--- src/crc32bse_pkg.sv ---
// ---------------------------------------------------------------------------
// crc32bse_pkg
// Shared types, codes and CRC helper functions for the CRC-32 engine.
// ---------------------------------------------------------------------------
package crc32bse_pkg;

   // CRC constants
   localparam logic [31:0] CRC_POLY = 32'h04C11DB7;
   localparam logic [31:0] CRC_ONES = 32'hFFFFFFFF;

   // Input item kinds
   localparam int KIND_W = 2;
   localparam logic [KIND_W-1:0] KIND_START  = 2'd0;
   localparam logic [KIND_W-1:0] KIND_BYTE   = 2'd1;
   localparam logic [KIND_W-1:0] KIND_FINISH = 2'd2;

   // Result status codes
   localparam logic STATUS_OK       = 1'b0;
   localparam logic STATUS_NO_MSG   = 1'b1;

   // Register file
   localparam int CSR_INDEX_W = 1;
   localparam int CSR_DATA_W  = 32;
   localparam logic [CSR_INDEX_W-1:0] CSR_REFLECT_MODE = 1'b0;
   localparam logic [CSR_INDEX_W-1:0] CSR_SEED_VALUE   = 1'b1;

   // Queue depths
   localparam int CMDQ_DEPTH = 2;
   localparam int RSPQ_DEPTH = 2;

   // Operations handed from front to back
   typedef enum logic [1:0] {
      OP_LOAD,
      OP_BYTE,
      OP_FINISH,
      OP_ERROR
   } op_type;

   typedef struct packed {
      op_type      op;
      logic        mode;    // reflected mode of the open message
      logic [31:0] value;   // seed on load, byte in [7:0] on byte
   } cmd_type;

   // Bit reversal within one byte
   function automatic logic [7:0] reverse8(input logic [7:0] b);
      logic [7:0] r;
      for (int i = 0; i < 8; i++) begin
         r[i] = b[7-i];
      end
      return r;
   endfunction

   // Full 32-bit bit reversal
   function automatic logic [31:0] mirror32(input logic [31:0] w);
      logic [31:0] r;
      for (int i = 0; i < 32; i++) begin
         r[i] = w[31-i];
      end
      return r;
   endfunction

   // Eight MSB-first shift steps of the CRC, flattened to an XOR tree
   function automatic logic [31:0] shift_byte(input logic [31:0] c, input logic [7:0] b);
      logic [31:0] s;
      s = c ^ {b, 24'h000000};
      for (int k = 0; k < 8; k++) begin
         s = s[31] ? ({s[30:0], 1'b0} ^ CRC_POLY) : {s[30:0], 1'b0};
      end
      return s;
   endfunction

endpackage

--- src/crc32_byte_stream_engine_core.sv ---
// ---------------------------------------------------------------------------
// crc32_byte_stream_engine_core
// CRC-32 (poly 0x04C11DB7) byte-stream engine, MPEG-2 or reflected IEEE.
// ---------------------------------------------------------------------------
// Takes one item per clock cycle while req_full is low: start, data byte or
// finish. The front end classifies each item and the back end folds a whole
// byte into the running CRC combinationally through an eight-step XOR tree,
// which sets the one-cycle rate. A result (finish, or an error for a byte
// or finish with no open message) passes through the command queue and the
// result queue on its way to the rsp_ side. Two-entry queues sit between
// front and back and on the output, so either side may stall while the
// other keeps moving. Write reflect_mode and seed_value only while the
// engine is idle; both are sampled at the next start item.
// ---------------------------------------------------------------------------
module crc32_byte_stream_engine_core
   import crc32bse_pkg::*;
(
   input  logic                   clock,
   input  logic                   reset,
   // item input
   input  logic                   req_push,
   output logic                   req_full,
   input  logic [KIND_W-1:0]      req_kind,
   input  logic [7:0]             req_data_byte,
   // result output
   output logic                   rsp_empty,
   input  logic                   rsp_pop,
   output logic [31:0]            rsp_crc_out,
   output logic                   rsp_status,
   // register writes
   input  logic                   csr_we,
   input  logic [CSR_INDEX_W-1:0] csr_index,
   input  logic [CSR_DATA_W-1:0]  csr_wdata
);

   logic    cmdq_full, cmd_push, cmd_valid, cmd_pop;
   cmd_type cmd_data, cmd_head;

   // front end
   crc32bse_front u_front (
      .clock         (clock),
      .reset         (reset),
      .req_push      (req_push),
      .req_full      (req_full),
      .req_kind      (req_kind),
      .req_data_byte (req_data_byte),
      .csr_we        (csr_we),
      .csr_index     (csr_index),
      .csr_wdata     (csr_wdata),
      .cmdq_full     (cmdq_full),
      .cmd_push      (cmd_push),
      .cmd_data      (cmd_data)
   );

   // command queue
   crc32bse_cmdq u_cmdq (
      .clock     (clock),
      .reset     (reset),
      .push      (cmd_push),
      .push_data (cmd_data),
      .full      (cmdq_full),
      .pop       (cmd_pop),
      .valid     (cmd_valid),
      .head      (cmd_head)
   );

   // back end
   crc32bse_back u_back (
      .clock       (clock),
      .reset       (reset),
      .cmd_valid   (cmd_valid),
      .cmd_head    (cmd_head),
      .cmd_pop     (cmd_pop),
      .rsp_empty   (rsp_empty),
      .rsp_pop     (rsp_pop),
      .rsp_crc_out (rsp_crc_out),
      .rsp_status  (rsp_status)
   );

endmodule

--- src/crc32bse_front.sv ---
// ---------------------------------------------------------------------------
// crc32bse_front
// Accepts items, holds the registers and message state, and classifies
// each item into a command for the back end.
// ---------------------------------------------------------------------------
module crc32bse_front
   import crc32bse_pkg::*;
(
   input  logic                   clock,
   input  logic                   reset,
   // item input
   input  logic                   req_push,
   output logic                   req_full,
   input  logic [KIND_W-1:0]      req_kind,
   input  logic [7:0]             req_data_byte,
   // register writes
   input  logic                   csr_we,
   input  logic [CSR_INDEX_W-1:0] csr_index,
   input  logic [CSR_DATA_W-1:0]  csr_wdata,
   // command queue side
   input  logic                   cmdq_full,
   output logic                   cmd_push,
   output cmd_type                cmd_data
);

   logic        reflect_mode_ff, reflect_mode_in;
   logic [31:0] seed_value_ff,   seed_value_in;
   logic        in_progress_ff,  in_progress_in;
   logic        mode_ff,         mode_in;
   logic        accept;

   assign req_full = cmdq_full;
   assign accept   = req_push && !cmdq_full;

   // register writes
   always_comb begin
      reflect_mode_in = reflect_mode_ff;
      seed_value_in   = seed_value_ff;
      if (csr_we) begin
         case (csr_index)
            CSR_REFLECT_MODE: reflect_mode_in = csr_wdata[0];
            CSR_SEED_VALUE:   seed_value_in   = csr_wdata[31:0];
            default: ;
         endcase
      end
   end

   // classify the item and track whether a message is open
   always_comb begin
      in_progress_in = in_progress_ff;
      mode_in        = mode_ff;
      cmd_push       = 1'b0;
      cmd_data.op    = OP_ERROR;
      cmd_data.mode  = mode_ff;
      cmd_data.value = '0;
      if (accept) begin
         case (req_kind)
            KIND_START: begin
               cmd_push       = 1'b1;
               cmd_data.op    = OP_LOAD;
               cmd_data.mode  = reflect_mode_ff;
               cmd_data.value = reflect_mode_ff ? mirror32(seed_value_ff) : seed_value_ff;
               in_progress_in = 1'b1;
               mode_in        = reflect_mode_ff;
            end
            KIND_BYTE: begin
               cmd_push = 1'b1;
               if (in_progress_ff) begin
                  cmd_data.op    = OP_BYTE;
                  cmd_data.value = {24'h000000,
                                    mode_ff ? reverse8(req_data_byte) : req_data_byte};
               end
            end
            KIND_FINISH: begin
               cmd_push = 1'b1;
               if (in_progress_ff) begin
                  cmd_data.op    = OP_FINISH;
                  in_progress_in = 1'b0;
               end
            end
            default: ;   // unused kind: dropped
         endcase
      end
   end

   always_ff @(posedge clock) begin
      if (reset) begin
         reflect_mode_ff <= 1'b0;
         seed_value_ff   <= CRC_ONES;
         in_progress_ff  <= 1'b0;
         mode_ff         <= 1'b0;
      end else begin
         reflect_mode_ff <= reflect_mode_in;
         seed_value_ff   <= seed_value_in;
         in_progress_ff  <= in_progress_in;
         mode_ff         <= mode_in;
      end
   end

endmodule

--- src/crc32bse_cmdq.sv ---
// ---------------------------------------------------------------------------
// crc32bse_cmdq
// Short command queue between the front and the back end.
// ---------------------------------------------------------------------------
module crc32bse_cmdq
   import crc32bse_pkg::*;
(
   input  logic    clock,
   input  logic    reset,
   input  logic    push,
   input  cmd_type push_data,
   output logic    full,
   input  logic    pop,
   output logic    valid,
   output cmd_type head
);

   localparam int PTR_W = $clog2(CMDQ_DEPTH);
   localparam int CNT_W = $clog2(CMDQ_DEPTH + 1);

   cmd_type          entry_ff [CMDQ_DEPTH];
   logic [PTR_W-1:0] wr_ptr_ff, wr_ptr_in;
   logic [PTR_W-1:0] rd_ptr_ff, rd_ptr_in;
   logic [CNT_W-1:0] count_ff,  count_in;
   logic             do_push, do_pop;

   assign full    = (count_ff == CNT_W'(CMDQ_DEPTH));
   assign valid   = (count_ff != '0);
   assign head    = entry_ff[rd_ptr_ff];
   assign do_push = push && !full;
   assign do_pop  = pop && valid;

   // pointer and count update
   always_comb begin
      wr_ptr_in = wr_ptr_ff;
      rd_ptr_in = rd_ptr_ff;
      count_in  = count_ff;
      if (do_push) begin
         wr_ptr_in = (wr_ptr_ff == PTR_W'(CMDQ_DEPTH - 1)) ? '0 : wr_ptr_ff + 1'b1;
      end
      if (do_pop) begin
         rd_ptr_in = (rd_ptr_ff == PTR_W'(CMDQ_DEPTH - 1)) ? '0 : rd_ptr_ff + 1'b1;
      end
      if (do_push && !do_pop) begin
         count_in = count_ff + 1'b1;
      end else if (do_pop && !do_push) begin
         count_in = count_ff - 1'b1;
      end
   end

   always_ff @(posedge clock) begin
      if (reset) begin
         wr_ptr_ff <= '0;
         rd_ptr_ff <= '0;
         count_ff  <= '0;
      end else begin
         wr_ptr_ff <= wr_ptr_in;
         rd_ptr_ff <= rd_ptr_in;
         count_ff  <= count_in;
      end
   end

   // storage, no reset
   always_ff @(posedge clock) begin
      if (do_push) begin
         entry_ff[wr_ptr_ff] <= push_data;
      end
   end

endmodule

--- src/crc32bse_back.sv ---
// ---------------------------------------------------------------------------
// crc32bse_back
// Executes commands on the running CRC and queues the results.
// ---------------------------------------------------------------------------
module crc32bse_back
   import crc32bse_pkg::*;
(
   input  logic        clock,
   input  logic        reset,
   // command queue side
   input  logic        cmd_valid,
   input  cmd_type     cmd_head,
   output logic        cmd_pop,
   // result output
   output logic        rsp_empty,
   input  logic        rsp_pop,
   output logic [31:0] rsp_crc_out,
   output logic        rsp_status
);

   localparam int PTR_W = $clog2(RSPQ_DEPTH);
   localparam int CNT_W = $clog2(RSPQ_DEPTH + 1);

   logic [31:0]      crc_ff, crc_in;
   logic [31:0]      rq_crc_ff    [RSPQ_DEPTH];
   logic             rq_status_ff [RSPQ_DEPTH];
   logic [PTR_W-1:0] wr_ptr_ff, wr_ptr_in;
   logic [PTR_W-1:0] rd_ptr_ff, rd_ptr_in;
   logic [CNT_W-1:0] count_ff,  count_in;
   logic             needs_result, rq_full, res_push, res_pop;
   logic [31:0]      res_crc;
   logic             res_status;

   assign needs_result = (cmd_head.op == OP_FINISH) || (cmd_head.op == OP_ERROR);
   assign rq_full      = (count_ff == CNT_W'(RSPQ_DEPTH));
   assign cmd_pop      = cmd_valid && (!needs_result || !rq_full);
   assign res_push     = cmd_pop && needs_result;
   assign rsp_empty    = (count_ff == '0);
   assign res_pop      = rsp_pop && !rsp_empty;
   assign rsp_crc_out  = rq_crc_ff[rd_ptr_ff];
   assign rsp_status   = rq_status_ff[rd_ptr_ff];

   // execute one command
   always_comb begin
      crc_in     = crc_ff;
      res_crc    = '0;
      res_status = STATUS_NO_MSG;
      case (cmd_head.op)
         OP_LOAD:   crc_in = cmd_head.value;
         OP_BYTE:   crc_in = shift_byte(crc_ff, cmd_head.value[7:0]);
         OP_FINISH: begin
            res_crc    = cmd_head.mode ? (mirror32(crc_ff) ^ CRC_ONES) : crc_ff;
            res_status = STATUS_OK;
         end
         default: ;   // error: zero CRC, no-message status
      endcase
   end

   // result queue pointers
   always_comb begin
      wr_ptr_in = wr_ptr_ff;
      rd_ptr_in = rd_ptr_ff;
      count_in  = count_ff;
      if (res_push) begin
         wr_ptr_in = (wr_ptr_ff == PTR_W'(RSPQ_DEPTH - 1)) ? '0 : wr_ptr_ff + 1'b1;
      end
      if (res_pop) begin
         rd_ptr_in = (rd_ptr_ff == PTR_W'(RSPQ_DEPTH - 1)) ? '0 : rd_ptr_ff + 1'b1;
      end
      if (res_push && !res_pop) begin
         count_in = count_ff + 1'b1;
      end else if (res_pop && !res_push) begin
         count_in = count_ff - 1'b1;
      end
   end

   always_ff @(posedge clock) begin
      if (reset) begin
         crc_ff    <= CRC_ONES;
         wr_ptr_ff <= '0;
         rd_ptr_ff <= '0;
         count_ff  <= '0;
      end else begin
         if (cmd_pop) begin
            crc_ff <= crc_in;
         end
         wr_ptr_ff <= wr_ptr_in;
         rd_ptr_ff <= rd_ptr_in;
         count_ff  <= count_in;
      end
   end

   // result storage, no reset
   always_ff @(posedge clock) begin
      if (res_push) begin
         rq_crc_ff[wr_ptr_ff]    <= res_crc;
         rq_status_ff[wr_ptr_ff] <= res_status;
      end
   end

endmodule

--- config.mk ---
export PLATFORM = sky130hd
export DESIGN_NAME = crc32_byte_stream_engine_core
export DESIGN_NICKNAME = d
export VERILOG_FILES = /design/src/crc32bse_pkg.sv /design/src/crc32_byte_stream_engine_core.sv /design/src/crc32bse_front.sv /design/src/crc32bse_cmdq.sv /design/src/crc32bse_back.sv
export SDC_FILE = /design/constraint.sdc
export NUM_CORES = 1
export LEC_CHECK = 0
export BUFFER_PORTS_ARGS = -buffer_cell sky130_fd_sc_hd__clkbuf_2
export CELL_PAD_IN_SITES_DETAIL_PLACEMENT = 1
export CELL_PAD_IN_SITES_GLOBAL_PLACEMENT = 2
export CORE_ASPECT_RATIO = 2
export CORE_MARGIN = 2
export CORE_UTILIZATION = 42
export CTS_CLUSTER_DIAMETER = 120
export CTS_CLUSTER_SIZE = 25
export DETAILED_ROUTE_END_ITERATION = 8
export GPL_TIMING_DRIVEN = 0
export PLACE_DENSITY_LB_ADDON = 0.2
export RECOVER_POWER = 25
export SLEW_MARGIN = 5
export SYNTH_ARGS = -nofsm -noshare
export SYNTH_HDL_FRONTEND = slang
export SYNTH_SLANG_ARGS = --single-unit
--- constraint.sdc ---
create_clock -name clock -period 6 [get_ports clock]
set_clock_uncertainty 0.15 [all_clocks]
set_input_delay 1.2 -clock clock [delete_from_list [all_inputs] [get_ports clock]]
set_output_delay 1.2 -clock clock [all_outputs]
set_load 0.05 [all_outputs]
==> flow_summary.json <==
{
  "fin_nets": 945,
  "cp.required_ns": 6.04,
  "gp_congestion": 0.8925,
  "cts_sinks": 213,
  "place_area_sq_mm": 0.01089,
  "postSynth.asyncResetShare": 0,
  "grt_pass1_vias": 7287,
  "num_rows": 80,
  "cp-start-kind": "register",
  "drc": 0,
  "crit_path_top_delay_cell": "nor4_1",
  "setup_viol": 0,
  "grt_max_degree": 36,
  "rsz0062_at_grt": "no",
  "cp-end-kind": "register",
  "worstPathCellList": "clkbuf_1 > clkbuf_1 > mux2i_1 > nor4_1 > clkbuf_1 > clkbuf_1 > clkbuf_1 > buf_4",
  "hold_violations": 0,
  "dp_hpwl_um": 21220,
  "synth_top_area_frac": 0.4061,
  "peakVddDrop_uv": 212.8,
  "arrival_ns": 4.14,
  "clock_latency_ns": 0.49,
  "intPower_mw": 3.477,
  "synthesis.area_sq_mm": 0.01006,
  "hold_depth": 1,
  "area_delta_synth_final_pct": 11.46,
  "fp.dieH_um": 222.8,
  "htree_levels": 1,
  "grt_overflow": 0,
  "switching_share": 0.4152,
  "path_buf_inv": 6,
  "clkTransAtPathRegs_ns": 0.10,
  "combPwrFrac": 0.497,
  "post-route-period-util": 0.6842,
  "path_depth": 8,
  "vias_per_cell": 5.540,
  "p_leak_nw": 4.134,
  "synthFlopType": "edfxtp_1",
  "worstMarginPinSlew_ns": 0.9661,
  "yosys.area.top_type": "edfxtp_1",
  "total_power_mw": 5.946,
  "final_cell_mix": "136 x edfxtp_1, 97 x nor2_1, 79 x clkbuf_2, 77 x dfxtp_1, 64 x mux2i_1",
  "antenna_cells": 0,
  "antenna_found_initial": 0,
  "critPathMaxFanout": 10,
  "numCtsBuffers": 12,
  "wl_per_cell_um": 21.86,
  "coreArea_sq_mm": 0.02372,
  "vias": 6581,
  "crit_path_frequent_cell": "clkbuf_1",
  "clk_path_buf_depth": 3,
  "max_stage_delay_ns": 0.56,
  "synth_seq_cells": 213,
  "start_util": 0.4239,
  "hp-class": "register to register",
  "slew_viol_final": 0,
  "cts.repair.resized": 0,
  "hold_ws_ns": 0.3471,
  "io_pins": 83,
  "design_area_sq_mm": 0.01121,
  "io_buffers": 81,
  "clockPowerShare": 0.148,
  "first_pass_iters": 4,
  "max_freq_mhz": 243.6,
  "synthTopCellsByArea": "edfxtp_1 41%, dfxtp_1 15%, mux2i_1 6.4%",
  "maxCapViolCount": 0,
  "cts_root_buf": "clkbuf_16",
  "grt_pass1_wl_um": 40050,
  "postCtsSetupBuffers": 0,
  "cts_tree": "done",
  "p_sw_mw": 2.468,
  "synth_area_per_cell_sq_um": 12.65,
  "synth_warnings": 0,
  "fin_util": 0.4725,
  "final_common_cell": "edfxtp_1",
  "power_density_mw_per_mm2": 530.5,
  "maxSlewHeadroom": 0.3559,
  "die_area_sq_mm": 0.02527,
  "drive_gt1_frac": 0.1643,
  "die_w_um": 113.4,
  "synth_cell_type_count": 47,
  "synth_edf_count": 136,
  "finalWirelength_um": 25970,
  "synth_nets": 845,
  "outcome": "complete, no violations",
  "fin_crit_ns": 4.105,
  "antenna_left": 0,
  "drt-initial-drc-count": 219,
  "r2r_setup_slack_ns": 1.89,
  "worstSetupPathType": "register to register",
  "holdBufCountCts": 0,
  "crit_family": "buffers and inverters",
  "tns_ns": 0,
  "synthCells": 795,
  "ys_seq_area_frac": 0.5594,
  "sequentialPowerShare": 0.355,
  "grt_usage": 0.2070,
  "worst_r2r_path_depth": 8
}
## metrics by stage
step                instances  setup slack (ns)
finish                   1188             1.895
global route             1188             1.559
CTS                      1188             2.266
detailed placement       1168             2.693
global placement         1163          -0.07364
floorplan                 795             1.377
## state kept, by name, indices dropped and copies added, names as in the netlist, 2 cells and up, named ones only
signal,flops
u_front.seed_value_ff,32
u_back.crc_ff,32
u_back.count_ff,2
u_back.rq_status_ff,2
u_cmdq.entry_ff,70
u_back.rq_crc_ff,64
u_cmdq.count_ff,2
## layer usage
metal,vias to the layer above,global-route usage,share of wire
met5,-,0,0
met4,0,0.1090,0.054
met3,56,0.01800,0.024
met2,133,0.4365,0.60
met1,3231,0.1813,0.32
li1,3161,-,-
## worst reg2reg max path: cells and delay by family, from the launching register on
kind | cells | cell delay, ns
multiplexers | 1 | 0.23
flip-flops | 1 | 0.32
AND/OR/NAND/NOR | 1 | 0.56
buffers and inverters | 6 | 2.55
## kinds of logic (layout without fill, tap and decap cells)
| family | Yosys count | count (layout) | synth area share |
|---|---|---|---|
| AOI/OAI and AO/OA | 171 | 171 | 0.1247 |
| and+or+nand+nor | 169 | 169 | 0.07801 |
| xor gates and xnor gates | 77 | 77 | 0.1017 |
| adders and majority gates | 2 | 2 | 0.002488 |
| muxes | 103 | 103 | 0.1099 |
| buffers and inverters | 60 | 166 | 0.02389 |
| DFF | 213 | 213 | 0.5594 |
## power by group through the flow
stage	registers, mW	clock network, mW	logic (mW)
4_1_cts	2.12	0.906	3.00
3_3_place_gp	2.14	0	2.90
5_1_grt	2.14	0.947	3.12
2_1_floorplan	2.08	0	2.23
3_5_place_dp	2.15	0	2.98
6_report	2.11	0.878	2.96
## synthesized netlist by cell type (all sizes together) (2+ instances only)
cell    count
edfxtp    136
nor2       97
dfxtp      77
mux2i      67
a211oi     58
clkbuf     47
a211o      46
mux2       36
xnor2      36
and3       32
xor2       27
a21oi      21
o21ai      21
xnor3      13
buf        11
nor2b      11
o22a        9
nand2       8
nor3        7
o21bai      6
nand2b      4
and2        2
ha          2
inv         2
nand3       2
o211ai      2
o32ai       2
or3         2
## final timing paths
path,start,endpoint
worst max-delay path,register,u_back.rq_crc_ff[0][20]
worst max register to register,register,u_back.rq_crc_ff[0][20]
worst min register to register,u_front.seed_value_ff[16],u_front.seed_value_ff[16]
worst min-delay path,u_front.seed_value_ff[16],u_front.seed_value_ff[16]
## cell type report
| type | count | area (sq um) |
|---|---|---|
| Buffer | 58 | 217.7 |
| Clock buffer | 19 | 347.8 |
| Clock inverter | 1 | 16.27 |
| Fill cell | 2501 | 12510 |
| Inverter | 2 | 7.507 |
| Multi-Input combinational cell | 522 | 4193 |
| Sequential cell | 213 | 5625 |
| Tap cell | 287 | 359.1 |
| Timing Repair Buffer | 86 | 441.7 |
Power figures use the tool's default switching activity.
